--- src/rtl/core/seg_pkg.sv ---
// ----------------------------------------------------------------------------
// seg_pkg
// Shared types and constants of the segment intersection classifier: result
// codes, the endpoint difference vectors and the product pairings.
// ----------------------------------------------------------------------------
package seg_pkg;

  // Coordinates of one request: S, E (first segment), P, Q (second segment)
  localparam int NUM_COORD = 8;
  localparam int PT_S      = 0;
  localparam int PT_E      = 1;
  localparam int PT_P      = 2;
  localparam int PT_Q      = 3;

  // Difference vectors, each "to - from"
  localparam int VEC_ES   = 0;  // E - S
  localparam int VEC_PS   = 1;  // P - S
  localparam int VEC_QS   = 2;  // Q - S
  localparam int VEC_QP   = 3;  // Q - P
  localparam int VEC_SP   = 4;  // S - P
  localparam int VEC_EP   = 5;  // E - P
  localparam int VEC_SQ   = 6;  // S - Q
  localparam int VEC_EQ   = 7;  // E - Q
  localparam int NUM_VEC  = 8;
  localparam int NUM_DIFF = 2 * NUM_VEC;

  localparam int VEC_TO   [NUM_VEC] = '{PT_E, PT_P, PT_Q, PT_Q, PT_S, PT_E, PT_S, PT_E};
  localparam int VEC_FROM [NUM_VEC] = '{PT_S, PT_S, PT_S, PT_P, PT_P, PT_P, PT_Q, PT_Q};

  // Vector pairs: first four are cross products, last four are dot products.
  // Cross k and dot k belong together: the endpoint tested by cross k is the
  // one whose extent check is dot k (P, Q, S, E in that order).
  localparam int NUM_CROSS = 4;
  localparam int NUM_PAIR  = 2 * NUM_CROSS;
  localparam int NUM_PROD  = 2 * NUM_PAIR;

  localparam int PAIR_U [NUM_PAIR] = '{VEC_ES, VEC_ES, VEC_QP, VEC_QP,
                                       VEC_SP, VEC_SQ, VEC_PS, VEC_EP};
  localparam int PAIR_V [NUM_PAIR] = '{VEC_PS, VEC_QS, VEC_SP, VEC_EP,
                                       VEC_EP, VEC_EQ, VEC_QS, VEC_EQ};

  typedef enum logic [1:0] {
    CLS_NONE  = 2'd0,
    CLS_TOUCH = 2'd1,
    CLS_CROSS = 2'd2
  } cls_t;

  // Sign information handed from the sum stage to the classifier
  typedef struct packed {
    logic [NUM_CROSS-1:0] cross_neg;
    logic [NUM_CROSS-1:0] cross_zero;
    logic [NUM_CROSS-1:0] dot_le0;
  } seg_flags_t;

endpackage

--- src/rtl/core/seg_diff.sv ---
// ----------------------------------------------------------------------------
// seg_diff
// Stage 1: sign-extend the coordinates and register all endpoint differences.
// ----------------------------------------------------------------------------
module seg_diff
  import seg_pkg::*;
#(
  parameter int CW = 16
) (
  input  logic                                clk,
  input  logic                                rst_n,
  input  logic                                in_valid,
  output logic                                in_ready,
  input  logic [NUM_COORD-1:0][CW-1:0]        coords,
  output logic                                out_valid,
  input  logic                                out_ready,
  output logic [NUM_DIFF-1:0][CW:0]           diffs
);

  logic                      valid_r;
  logic [NUM_DIFF-1:0][CW:0] diffs_r;
  logic [NUM_DIFF-1:0][CW:0] diffs_nxt;

  // Form each vector as "to - from" on both axes
  for (genvar v = 0; v < NUM_VEC; v++) begin : g_vec
    for (genvar a = 0; a < 2; a++) begin : g_axis
      localparam int TI = 2 * VEC_TO[v] + a;
      localparam int FI = 2 * VEC_FROM[v] + a;
      assign diffs_nxt[2*v+a] = {coords[TI][CW-1], coords[TI]}
                              - {coords[FI][CW-1], coords[FI]};
    end
  end

  assign in_ready = !valid_r || out_ready;

  // Advance when the next stage takes the current request or the slot is empty
  always_ff @(posedge clk) begin
    if (!rst_n) begin
      valid_r <= 1'b0;
    end else if (in_ready) begin
      valid_r <= in_valid;
    end
  end

  always_ff @(posedge clk) begin
    if (in_valid && in_ready) begin
      diffs_r <= diffs_nxt;
    end
  end

  assign out_valid = valid_r;
  assign diffs     = diffs_r;

endmodule

--- config.mk ---
export PLATFORM = sky130hd
export DESIGN_NAME = seg_diff
export DESIGN_NICKNAME = d
export VERILOG_FILES = /design/src/rtl/core/seg_pkg.sv /design/src/rtl/core/seg_diff.sv
export SDC_FILE = /design/constraint.sdc
export NUM_CORES = 1
export LEC_CHECK = 0
export BUFFER_PORTS_ARGS = -buffer_cell sky130_fd_sc_hd__buf_2
export CORE_ASPECT_RATIO = 0.9
export CORE_UTILIZATION = 50
export DETAILED_ROUTE_END_ITERATION = 8
export PLACE_DENSITY = 0.76
export SKIP_CTS_REPAIR_TIMING = 1
export SLEW_MARGIN = 0
export SYNTH_ARGS = -nofsm -noshare
export SYNTH_HDL_FRONTEND = slang
export SYNTH_SLANG_ARGS = --single-unit
export TNS_END_PERCENT = 50
--- constraint.sdc ---
create_clock -name clk -period 6.9 [get_ports clk]
set_input_delay 0.69 -clock clk [delete_from_list [all_inputs] [get_ports clk]]
set_output_delay 0.69 -clock clk [all_outputs]
set_load 0.005 [all_outputs]
==> impl_metrics.tcl <==
set metrics [dict create \
    run_status "completed" \
    critical_path.slowest_cell "o31ai_2" \
    timing_worst_setup_path_type "in -> reg" \
    drc 0 \
    ys_seq_area_share_pct 38.4 \
    final_util_pct 59.6 \
    antenna_found_initial 8 \
    max_freq_mhz 364 \
    nets 2838 \
    routed-via-count 18045 \
    place_ws_ns 3.58 \
    start_util_pct 51.3 \
    cts_tree "done" \
    layout-drive-gt1-share_pct 21.1 \
    hold_violations 0 \
    synth-warning-count 0 \
    ant_nets 0 \
    slew_viol_final 0 \
    final_common_cell "buf_2" \
    cp_common_cell "o31a_1" \
    syn_area_per_cell_um2 10.2 \
    r2r_setup_slack_ns 4.44 \
    num-fill-cells 3477 \
    cp.arrival_ns 3.07 \
    rows 70 \
    cts_buffers 31 \
    core_um2 41000 \
    power.density_nw_per_um2 228 \
    dieWidth_um 218 \
    place_congestion 0.952 \
    start_kind "input port" \
    clock_sinks 269 \
    synth_flop_cell "edfxtp_1" \
    fin_setup_tns_ns 0 \
    cts_buffer_depth 3 \
    ios 406 \
    fin_skew_ns 0.0133 \
    final_cell_mix "buf_2 (405), edfxtp_1 (268), ha_1 (256), inv_1 (168), a21oi_1 (160)" \
    track_usage_pct 29.4 \
    dr.pass1.iters 5 \
    finalSetupViolations 0 \
    synth_edf_count 268 \
    synthArstFlopShare_pct 0 \
    wire_per_inst_um 21.8 \
    synth.distinct_cells 86 \
    cts_root_buffer "clkbuf_16" \
    critPathCaptureType "flip-flop" \
    ff2ff_path_depth 3 \
    slew_headroom_pct 37.4 \
    cp_top_family "compound AO/OA/AOI/OAI gates" \
    worst_pin_slew_ns 0.940 \
    synth_area_um2 21000 \
    power.leakage_nw 10.8 \
    synth.ff_latch_count 269 \
    worst-path-buf-inv 2 \
    cp_max_fo 6 \
    hold_depth 2 \
    clk_latency_ns 0.58 \
    die_area_um2 42900 \
    drt-initial-drc-count 1561 \
    via_per_inst 6.01 \
    grt.overflow.total 0 \
    grt_pass1_vias 17454 \
    min_to "out_valid" \
    min_path_type "in -> reg" \
    syn_nets 2470 \
    cap_violations 0 \
    wl_mm 65.3 \
    worstPathCellList "buf_2 -> inv_1 -> ha_1 -> nor2b_1 -> o31a_1 -> o31a_1 -> o31ai_2 -> o21ai_0 -> xor2_1" \
    syn_to_final_growth_pct 16.2 \
    grt_pass1_wl_mm 97.3 \
    hp-start "rst_n" \
    fin_crit_sh_pct 39.8 \
    port_buffers 405 \
    ir_drop_v 0.000188 \
    dp_hpwl_mm 52.1 \
    r2r_end "diffs[151]" \
    r2r_start "out_valid" \
    cts.reportedPaths.clkPinSlew_ns 0.06 \
    rsz0062_at_grt "false" \
    critPathRequiredTime_ns 7.22 \
    h-tree-depth 1 \
    min_period_ns 2.75 \
    syn_inst 2066 \
    worst_slack_ns 4.15 \
    grt_max_degree 141 \
    max_stage_delay_ns 0.53 \
    die_h_um 196 \
]
[Yosys cell counts, drive strengths merged (17+ instances only)]
library cell	count	area, um^2
nand3	36	180
clkbuf	41	174
buf	31	205
mux2i	19	190
nor2	128	480
a21o	58	438
a31oi	18	113
o31a	23	201
nand2	83	312
xor2	48	420
nor3	36	180
inv	168	631
nor4b	20	175
o21bai	20	154
xnor2	111	972
nand2b	41	257
or3	18	113
a21oi	169	880
and3	17	106
o21a	34	255
o21ai	102	518
nor2b	54	353
edfxtp	268	8050
ha	256	3200
[per-stage QoR]
step	instances	total power, mW	instance area, um^2	hold slack (ns)
finish	3003	5.56	24400	0.363
global route	3000	5.79	24400	0.366
CTS	2997	5.55	24400	0.349
detailed placement	2941	3.85	23400	0.551
global placement	2941	3.81	23400	0.511
floorplan	2066	3.25	21000	0.536
[layout make-up]
type                            instances  area (um^2)  area share (%)
Timing Repair Buffer                  407         2050            8.41
Sequential cell                       269         8070            33.0
Clock inverter                         20          229           0.937
Multi-Input combinational cell       1557        11900            48.9
Inverter                              168          631            2.58
Antenna cell                            6         15.0          0.0615
Clock buffer                           36          815            3.33
Tap cell                              540          676            2.77
[logic make-up after synthesis]
| logic type | synth area share (%) |
|---|---|
| flops | 38.4 |
| xor+xnor | 6.63 |
| simple gates | 12.8 |
| buf+inv | 4.81 |
| mux | 1.23 |
| compound gates | 19.4 |
| fa+ha+maj | 16.8 |
[per-layer routing]
layer	part of all wire, %	vias up	track usage (%)
met5	0.051	-	0
met4	3.6	6	10.6
met3	8.0	127	5.09
met2	47	835	49.4
met1	41	8692	37.9
li1	-	8385	-
[flip-flops by register name, indices dropped and copies added, names as in the netlist]
register,flops
diffs,268
out_valid,1
[power breakdown]
group	internal (mW)	switching (mW)
clock	0.995	0.709
sequential	2.10	0.0721
combinational	0.687	0.997
[how the worst max path moves through the flow]
stage	start	to	slack [ns]	cells past startpoint
2_1_floorplan	out_ready	diffs[0]	2.33	2
3_3_place_gp	coords[112]	diffs[133]	3.56	10
3_5_place_dp	coords[112]	diffs[133]	3.58	10
4_1_cts	coords[1]	diffs[49]	4.20	9
5_1_grt	coords[1]	diffs[49]	3.96	9
6_report	coords[1]	diffs[49]	4.15	9
Note: power is estimated with default switching activity, not from simulation.
