**src/rtl/core/seg_pkg.sv**
```systemverilog
// ----------------------------------------------------------------------------
// seg_pkg
// Shared types and constants of the segment intersection classifier: result
// codes, the endpoint difference vectors and the product pairings.
// ----------------------------------------------------------------------------
package seg_pkg;

  // Coordinates of one request: S, E (first segment), P, Q (second segment)
  localparam int NUM_COORD = 8;
  localparam int PT_S      = 0;
  localparam int PT_E      = 1;
  localparam int PT_P      = 2;
  localparam int PT_Q      = 3;

  // Difference vectors, each "to - from"
  localparam int VEC_ES   = 0;  // E - S
  localparam int VEC_PS   = 1;  // P - S
  localparam int VEC_QS   = 2;  // Q - S
  localparam int VEC_QP   = 3;  // Q - P
  localparam int VEC_SP   = 4;  // S - P
  localparam int VEC_EP   = 5;  // E - P
  localparam int VEC_SQ   = 6;  // S - Q
  localparam int VEC_EQ   = 7;  // E - Q
  localparam int NUM_VEC  = 8;
  localparam int NUM_DIFF = 2 * NUM_VEC;

  localparam int VEC_TO   [NUM_VEC] = '{PT_E, PT_P, PT_Q, PT_Q, PT_S, PT_E, PT_S, PT_E};
  localparam int VEC_FROM [NUM_VEC] = '{PT_S, PT_S, PT_S, PT_P, PT_P, PT_P, PT_Q, PT_Q};

  // Vector pairs: first four are cross products, last four are dot products.
  // Cross k and dot k belong together: the endpoint tested by cross k is the
  // one whose extent check is dot k (P, Q, S, E in that order).
  localparam int NUM_CROSS = 4;
  localparam int NUM_PAIR  = 2 * NUM_CROSS;
  localparam int NUM_PROD  = 2 * NUM_PAIR;

  localparam int PAIR_U [NUM_PAIR] = '{VEC_ES, VEC_ES, VEC_QP, VEC_QP,
                                       VEC_SP, VEC_SQ, VEC_PS, VEC_EP};
  localparam int PAIR_V [NUM_PAIR] = '{VEC_PS, VEC_QS, VEC_SP, VEC_EP,
                                       VEC_EP, VEC_EQ, VEC_QS, VEC_EQ};

  typedef enum logic [1:0] {
    CLS_NONE  = 2'd0,
    CLS_TOUCH = 2'd1,
    CLS_CROSS = 2'd2
  } cls_t;

  // Sign information handed from the sum stage to the classifier
  typedef struct packed {
    logic [NUM_CROSS-1:0] cross_neg;
    logic [NUM_CROSS-1:0] cross_zero;
    logic [NUM_CROSS-1:0] dot_le0;
  } seg_flags_t;

endpackage

```
**src/rtl/core/seg_sign.sv**
```systemverilog
// ----------------------------------------------------------------------------
// seg_sign
// Stage 3: combine partial products into cross and dot values and register
// only their sign information.
// ----------------------------------------------------------------------------
module seg_sign
  import seg_pkg::*;
#(
  parameter int CW = 16
) (
  input  logic                                clk,
  input  logic                                rst_n,
  input  logic                                in_valid,
  output logic                                in_ready,
  input  logic [NUM_PROD-1:0][2*CW+1:0]       prods,
  output logic                                out_valid,
  input  logic                                out_ready,
  output seg_flags_t                          flags
);

  localparam int PW = 2 * CW + 2;
  localparam int SW = PW + 1;

  logic                 valid_r;
  seg_flags_t           flags_r;
  logic [NUM_CROSS-1:0] neg_nxt;
  logic [NUM_CROSS-1:0] zero_nxt;
  logic [NUM_CROSS-1:0] le0_nxt;

  for (genvar k = 0; k < NUM_CROSS; k++) begin : g_term
    logic [SW-1:0] cross_sum;
    logic [SW-1:0] dot_sum;
    localparam int CA = 2 * k;
    localparam int CB = 2 * k + 1;
    localparam int DA = 2 * (NUM_CROSS + k);
    localparam int DB = 2 * (NUM_CROSS + k) + 1;

    // Cross is a difference of products, dot is a sum
    assign cross_sum = {prods[CA][PW-1], prods[CA]} - {prods[CB][PW-1], prods[CB]};
    assign dot_sum   = {prods[DA][PW-1], prods[DA]} + {prods[DB][PW-1], prods[DB]};

    assign neg_nxt[k]  = cross_sum[SW-1];
    assign zero_nxt[k] = (cross_sum == '0);
    assign le0_nxt[k]  = dot_sum[SW-1] || (dot_sum == '0);
  end

  assign in_ready = !valid_r || out_ready;

  always_ff @(posedge clk) begin
    if (!rst_n) begin
      valid_r <= 1'b0;
    end else if (in_ready) begin
      valid_r <= in_valid;
    end
  end

  always_ff @(posedge clk) begin
    if (in_valid && in_ready) begin
      flags_r.cross_neg  <= neg_nxt;
      flags_r.cross_zero <= zero_nxt;
      flags_r.dot_le0    <= le0_nxt;
    end
  end

  assign out_valid = valid_r;
  assign flags     = flags_r;

endmodule

```
**config.mk**
```make
export PLATFORM = sky130hd
export DESIGN_NAME = seg_sign
export DESIGN_NICKNAME = d
export VERILOG_FILES = /design/src/rtl/core/seg_pkg.sv /design/src/rtl/core/seg_sign.sv
export SDC_FILE = /design/constraint.sdc
export NUM_CORES = 1
export LEC_CHECK = 0
export BUFFER_PORTS_ARGS = -buffer_cell sky130_fd_sc_hd__buf_2
export CORE_AREA = 3 3 220 222
export CTS_CLUSTER_DIAMETER = 100
export DETAILED_ROUTE_END_ITERATION = 16
export DIE_AREA = 0 0 223 225
export SYNTH_ARGS = -nofsm -noshare
export SYNTH_HDL_FRONTEND = slang
export SYNTH_SLANG_ARGS = --single-unit
```
**constraint.sdc**
```tcl
create_clock -name clk -period 5.3 [get_ports clk]
set_input_delay 0.53 -clock clk [delete_from_list [all_inputs] [get_ports clk]]
set_output_delay 0.53 -clock clk [all_outputs]
set_load 0.02 [all_outputs]
```
==> results.sh, run 1 <==
export IMPL_status="completed"
export IMPL_htree_levels=1
export IMPL_ctsRootBufferMaster="clkbuf_16"
export IMPL_gr_usage_met1=0.343
export IMPL_die_height_microns=225
export IMPL_p_comb_frac=0.888
export IMPL_drc=0
export IMPL_worst_ep_arrival_time_ns=4.42
export IMPL_fmax_ghz=0.232
export IMPL_fin_worst_skew_ns=0.00356
export IMPL_critPathTopFamily="compound AO/OA/AOI/OAI gates"
export IMPL_seqPwrFrac=0.046
export IMPL_synth_seq_cells=13
export IMPL_nNetsFinal=3915
export IMPL_ys_seq_area_frac=0.0218
export IMPL_grt_remaining_overflow=0
export IMPL_criticalPathCategory="primary input to flip-flop"
export IMPL_utilization=0.446
export IMPL_ys_types=88
export IMPL_pwr_share_clk=0.066
export IMPL_worstPathRequired_ns=5.40
export IMPL_area_growth_pct=18.9
export IMPL_gp_congestion=0.980
export IMPL_cp_num_buf_inv=3
export IMPL_postCtsSetupBuffers=0
export IMPL_leakagePower_nw=10.2
export IMPL_cts_tree="done"
export IMPL_cp_slowest_stage_delay_ns=0.50
export IMPL_synth_top_area_share=0.195
export IMPL_initial_core_util=0.375
export IMPL_grt_max_degree=13
export IMPL_grt_pass1_wl_microns=111000
export IMPL_core_area_sq_um=46600
export IMPL_io_buffers=561
export IMPL_io_pins=562
export IMPL_fin_crit_ns=4.32
export IMPL_synth_edf_count=12
export IMPL_vias_per_cell=5.98
export IMPL_power_density_nw_per_um2=134
export IMPL_ys_warn_count=0
export IMPL_drive_above_1_share=0.198
export IMPL_use_met3=0.0313
export IMPL_path_common_cell="inv_1"
export IMPL_cts_repair_resized=0
export IMPL_hold_viol=0
export IMPL_slew_headroom=0.447
export IMPL_hold_buffers=0
export IMPL_first_pass_iters=5
export IMPL_power_internal_w=0.00125
export IMPL_yosysMostFrequentCell="a21oi_1"
export IMPL_grt_usage=0.267
export IMPL_num_rows=79
export IMPL_critPathLaunchType="primary input"
export IMPL_yosys_top_cells_count="a21oi_1, ha_1, inv_1, nand2_1, o21ai_0"
export IMPL_syn_area_per_cell_sq_um=6.67
export IMPL_busiest_layer="met2"
export IMPL_synth_top_cell_by_area="ha_1"
export IMPL_initialDrtViolationCount=1687
export IMPL_die_area_sq_um=50200
export IMPL_worstPathMaxFanout=4
export IMPL_cts_sinks=13
export IMPL_hp_class="primary input to flip-flop"
export IMPL_cp_cell_sequence="buf_2 > inv_1 > ha_1 > inv_1 > fa_1 > a21o_1 > a221o_1 > a311oi_2 > o21ai_2 > a221oi_4 > o31ai_2 > mux2_1 > or4_1 > nor4_1 > nand4_1 > nor4_2"
export IMPL_syn_cell_area_sq_um=17500
export IMPL_cts_made_buffers=3
export IMPL_slowest_stage="or4_1"
export IMPL_dp_final_hpwl_microns=62900
export IMPL_grtUsageMet2=0.473
export IMPL_rsz0062_at_grt="false"
export IMPL_worst_pin_slew_ns=0.809
export IMPL_clock_latency_ns=0.27
export IMPL_maxSlewViolCount=0
export IMPL_avgRoutedWirePerCell_microns=19.5
export IMPL_p_switching_w=0.00152
export IMPL_clk_pin_slew_ns=0.07
export IMPL_synthArstFlopShare=0
export IMPL_synthCells=2619
export IMPL_routed_wl_microns=72300
export IMPL_cts_buffer_depth=2
export IMPL_synth_ff_type="edfxtp_1"
export IMPL_end_kind="flip-flop"
export IMPL_grt_antenna_before_repair=15
export IMPL_drv_cap=0
export IMPL_vias=22100
export IMPL_switching_share=0.549
export IMPL_netlist_top_cells_area="ha_1, a21oi_1, inv_1"
export IMPL_tns_ns=0
export IMPL_ir_worst_vdd_uv=72.3
export IMPL_grt_pass1_vias=21300
export IMPL_ant_nets=0
export IMPL_synth_net_count=3447
export IMPL_floorplan_die_width_microns=223
export IMPL_fin_crit_sh=0.814
export IMPL_finalSetupViolations=0
sequential cells by signal, indices dropped and copies added, names as in the netlist:
register,flops
out_valid,1
flags,12
cell families (layout without fill, tap and decap cells):
logic type / count (synthesis) / in the layout / synth area share
buf+inv: 347 / 814 / 0.0752
mux: 33 / 33 / 0.0204
other cells: 0 / 11 / 0
flops: 13 / 13 / 0.0218
fa+ha+maj: 280 / 280 / 0.204
xor+xnor: 113 / 113 / 0.0567
simple gates: 824 / 824 / 0.242
compound gates: 1009 / 1009 / 0.380
cell type report:
| class | count | area [sq um] |
|---|---|---|
| timing repair buffer | 562 | 2820 |
| fill | 4941 | 25800 |
| multi-input combinational | 2259 | 15800 |
| clock buffer | 4 | 78.8 |
| inverter | 248 | 931 |
| tap | 607 | 759 |
| sequential | 13 | 380 |
| antenna | 11 | 27.5 |
cells in the final DEF, fill, tap and decap left out, types with 18 or more instances in the layout:
cell and instances:
nor3_1 46, o31ai_1 27, o21a_1 42, ha_1 272, o21ai_0 184, nand4_1 56, mux2i_1 21, nand3_1 68
a21boi_0 18, nor4_1 26, nand2_1 202, o22ai_1 18, a211oi_1 41, o211ai_1 25, xnor2_1 72, a21o_1 101
nor2_1 177, a2111oi_0 21, buf_2 561, and3_1 37, a211o_1 18, nand2b_1 52, o21bai_1 28, a31oi_1 57
o2111ai_1 18, nor2b_1 34, and2_1 20, inv_1 247, a21oi_1 278, xor2_1 41
worst min-delay path, stage by stage:
cell and delay [ns]:
buf_2 0.10, inv_1 0.04, a21boi_0 0.06
metrics by stage:
step | power, W | worst slack, ns | std cells | cell area [sq um] | hold WS (ns)
floorplan | 0.00181 | 1.19 | 2619 | 17500 | 0.669
global placement | 0.00253 | 0.898 | 3689 | 20700 | 0.602
detailed placement | 0.00254 | 0.767 | 3689 | 20700 | 0.610
CTS | 0.00275 | 1.04 | 3693 | 20700 | 0.495
global route | 0.00304 | 0.712 | 3700 | 20800 | 0.505
finish | 0.00278 | 0.983 | 3704 | 20800 | 0.504
metal layers:
metal  vias to the layer above  routed length, microns
li1                      10800                       -
met1                     10300                   31000
met2                       885                   34800
met3                       114                    4390
met4                        12                    2030
met5                         -                      82
final timing paths:
kind	cells past startpoint	end	slack, ns	from
min	3	out_valid	0.50	in_valid
min reg2reg	2	out_valid	0.60	out_valid
max	16	flags[6]	0.98	prods[136]
max reg2reg	3	flags[11]	4.00	out_valid
power by group through the flow:
stage          registers [W]  clock network (W)  logic, W
6_report            0.000127           0.000184   0.00247
2_1_floorplan       0.000138                  0   0.00168
4_1_cts             0.000127           0.000192   0.00243
3_5_place_dp        0.000130                  0   0.00241
5_1_grt             0.000128           0.000193   0.00272
3_3_place_gp        0.000130                  0   0.00240
(Power assumes the default switching activity.)
==> run 2: changes to the inputs <==
==> constraint.sdc (replaced) <==
create_clock -name clk -period 3.5 [get_ports clk]
set_input_delay 0.35 -clock clk [delete_from_list [all_inputs] [get_ports clk]]
set_output_delay 0.35 -clock clk [all_outputs]
set_load 0.02 [all_outputs]
==> results.sh, run 2 (synthesis results as in run 1) <==
export IMPL_largest_register_ffs=12
export IMPL_drc=0
export IMPL_maxSlewViolCount=0
export IMPL_crit_start="prods[136]"
export IMPL_cts_buffer_depth=2
export IMPL_tns_ns=-0.0738
export IMPL_power_density_nw_per_um2=204
export IMPL_worst_ep_arrival_time_ns=3.68
export IMPL_end_kind="flip-flop"
export IMPL_cts_sinks=13
export IMPL_worst_pin_slew_ns=0.622
export IMPL_first_pass_iters=8
export IMPL_ir_worst_vdd_uv=143
export IMPL_final_common_cell="buf_2"
export IMPL_avgRoutedWirePerCell_microns=18.3
export IMPL_drv_cap=0
export IMPL_nNetsFinal=4324
export IMPL_violations="setup timing"
export IMPL_clock_latency_ns=0.29
export IMPL_min_from="rst_n"
export IMPL_critPathLaunchType="primary input"
export IMPL_core_area_sq_um=46600
export IMPL_vias_per_cell=5.80
export IMPL_grt_usage=0.275
export IMPL_fin_ws_ns=-0.0738
export IMPL_hold_buffers=0
export IMPL_fin_crit_sh=1.02
export IMPL_hp_class="primary input to flip-flop"
export IMPL_grt_pass1_wl_microns=115000
export IMPL_area_growth_pct=39.6
export IMPL_routed_wl_microns=75200
export IMPL_io_pins=562
export IMPL_ctsRootBufferMaster="clkbuf_16"
export IMPL_worstPathMaxFanout=2
export IMPL_initialDrtViolationCount=1903
export IMPL_finalSetupViolations=1
export IMPL_regToRegStartpoint="out_valid"
export IMPL_cts_tree="done"
export IMPL_status="finished with violations"
export IMPL_die_area_sq_um=50200
export IMPL_num_rows=79
export IMPL_io_buffers=561
export IMPL_holdWs_ns=0.306
export IMPL_dpl_cell_count=4095
export IMPL_rsz0062_at_grt="true"
export IMPL_criticalPathCategory="primary input to flip-flop"
export IMPL_leakagePower_nw=12.2
export IMPL_die_height_microns=225
export IMPL_worstPathRequired_ns=3.61
export IMPL_fin_worst_skew_ns=0.00821
export IMPL_dp_final_hpwl_microns=65500
export IMPL_initial_core_util=0.375
export IMPL_cts_made_buffers=3
export IMPL_clk_pin_slew_ns=0.08
export IMPL_fin_crit_ns=3.57
export IMPL_htree_levels=1
export IMPL_floorplan_die_width_microns=223
export IMPL_vias=23900
export IMPL_ant_nets=0
export IMPL_fmax_ghz=0.280
export IMPL_grt_max_degree=13
export IMPL_grt_pass1_vias=23000
export IMPL_drive_above_1_share=0.315
export IMPL_most_common_layout_cells="buf_2, buf_4, a21oi_1"
export IMPL_slew_headroom=0.574
export IMPL_hold_viol=0
export IMPL_gp_congestion=0.984
export IMPL_grt_remaining_overflow=0
export IMPL_utilization=0.524
export IMPL_fin_cells=4112
export IMPL_grt_antenna_before_repair=16
-- run 2: cell types whose count changed in the layout (fill, tap and decap cells not counted), moves of 6 or more --
| cell | delta |
|---|---|
| a2111oi_0 | -11 |
| a211oi_1 | -7 |
| a211oi_2 | +7 |
| a31oi_1 | -6 |
| buf_4 | +409 |
| inv_1 | -7 |
| nor4_1 | -10 |
| nor4_2 | +9 |
-- run 2: metal layers --
| layer | global-route usage | vias up | routed length, microns |
|---|---|---|---|
| li1 | - | 11600 | - |
| met3 | 0.0297 | 153 | 4820 |
| met5 | 0 | - | 77 |
| met2 | 0.488 | 1031 | 35700 |
| met4 | 0.0929 | 12 | 2620 |
| met1 | 0.347 | 11100 | 31900 |
-- run 2: area by class of cell --
type	count	area (sq um)
clock buffers	4	78.8
multi-input cells	2259	16300
flip-flops and latches	13	380
well taps	607	759
diodes	10	25.0
repair buffers	971	5910
fillers	4622	22200
inverters	248	938
-- run 2: critical path, stage by stage --
cell and delay, ns:
buf_6 0.10, inv_4 0.04, ha_4 0.12, inv_2 0.04, fa_2 0.37, a21o_1 0.18, a221o_1 0.36, a311oi_2 0.25
o21ai_2 0.14, a221oi_4 0.27, o31ai_2 0.10, mux2_1 0.31, or4_1 0.45, nor4_4 0.29, nand4_1 0.13, nor4_2 0.17
-- run 2: path summary, 6_finish.rpt --
path	cells past startpoint	endpoint	slack (ns)
max	16	flags[6]	-0.07
min	2	out_valid	0.31
max reg2reg	3	flags[4]	2.23
min reg2reg	2	out_valid	0.53
-- run 2: stage by stage --
stage                     power [W]  area, sq um  setup WS, ns
after floorplan             0.00275        17500       -0.0417
after global placement      0.00442        23700        -0.374
after detailed placement    0.00446        23700        -0.464
after CTS                   0.00483        23900       -0.0506
after global routing        0.00540        24400        -0.232
final                       0.00498        24400       -0.0738
-- run 2: what timing repair did --
item,in CTS,in global routing
setup endpoints to repair,5,8
cloned,0,0
gates resized for setup,24,83
setup buffers,1,2
pin swaps,10,46
-- run 2: report_power, final --
| part | total, W | internal (W) | switching (W) | leakage, nW |
|---|---|---|---|---|
| combinational | 0.00449 | 0.00209 | 0.00239 | 12.1 |
| clock | 0.000301 | 0.000158 | 0.000144 | 0.0382 |
| sequential | 0.000192 | 0.000186 | 0.00000644 | 0.127 |
| total | 0.00498 | 0.00244 | 0.00254 | 12.2 |
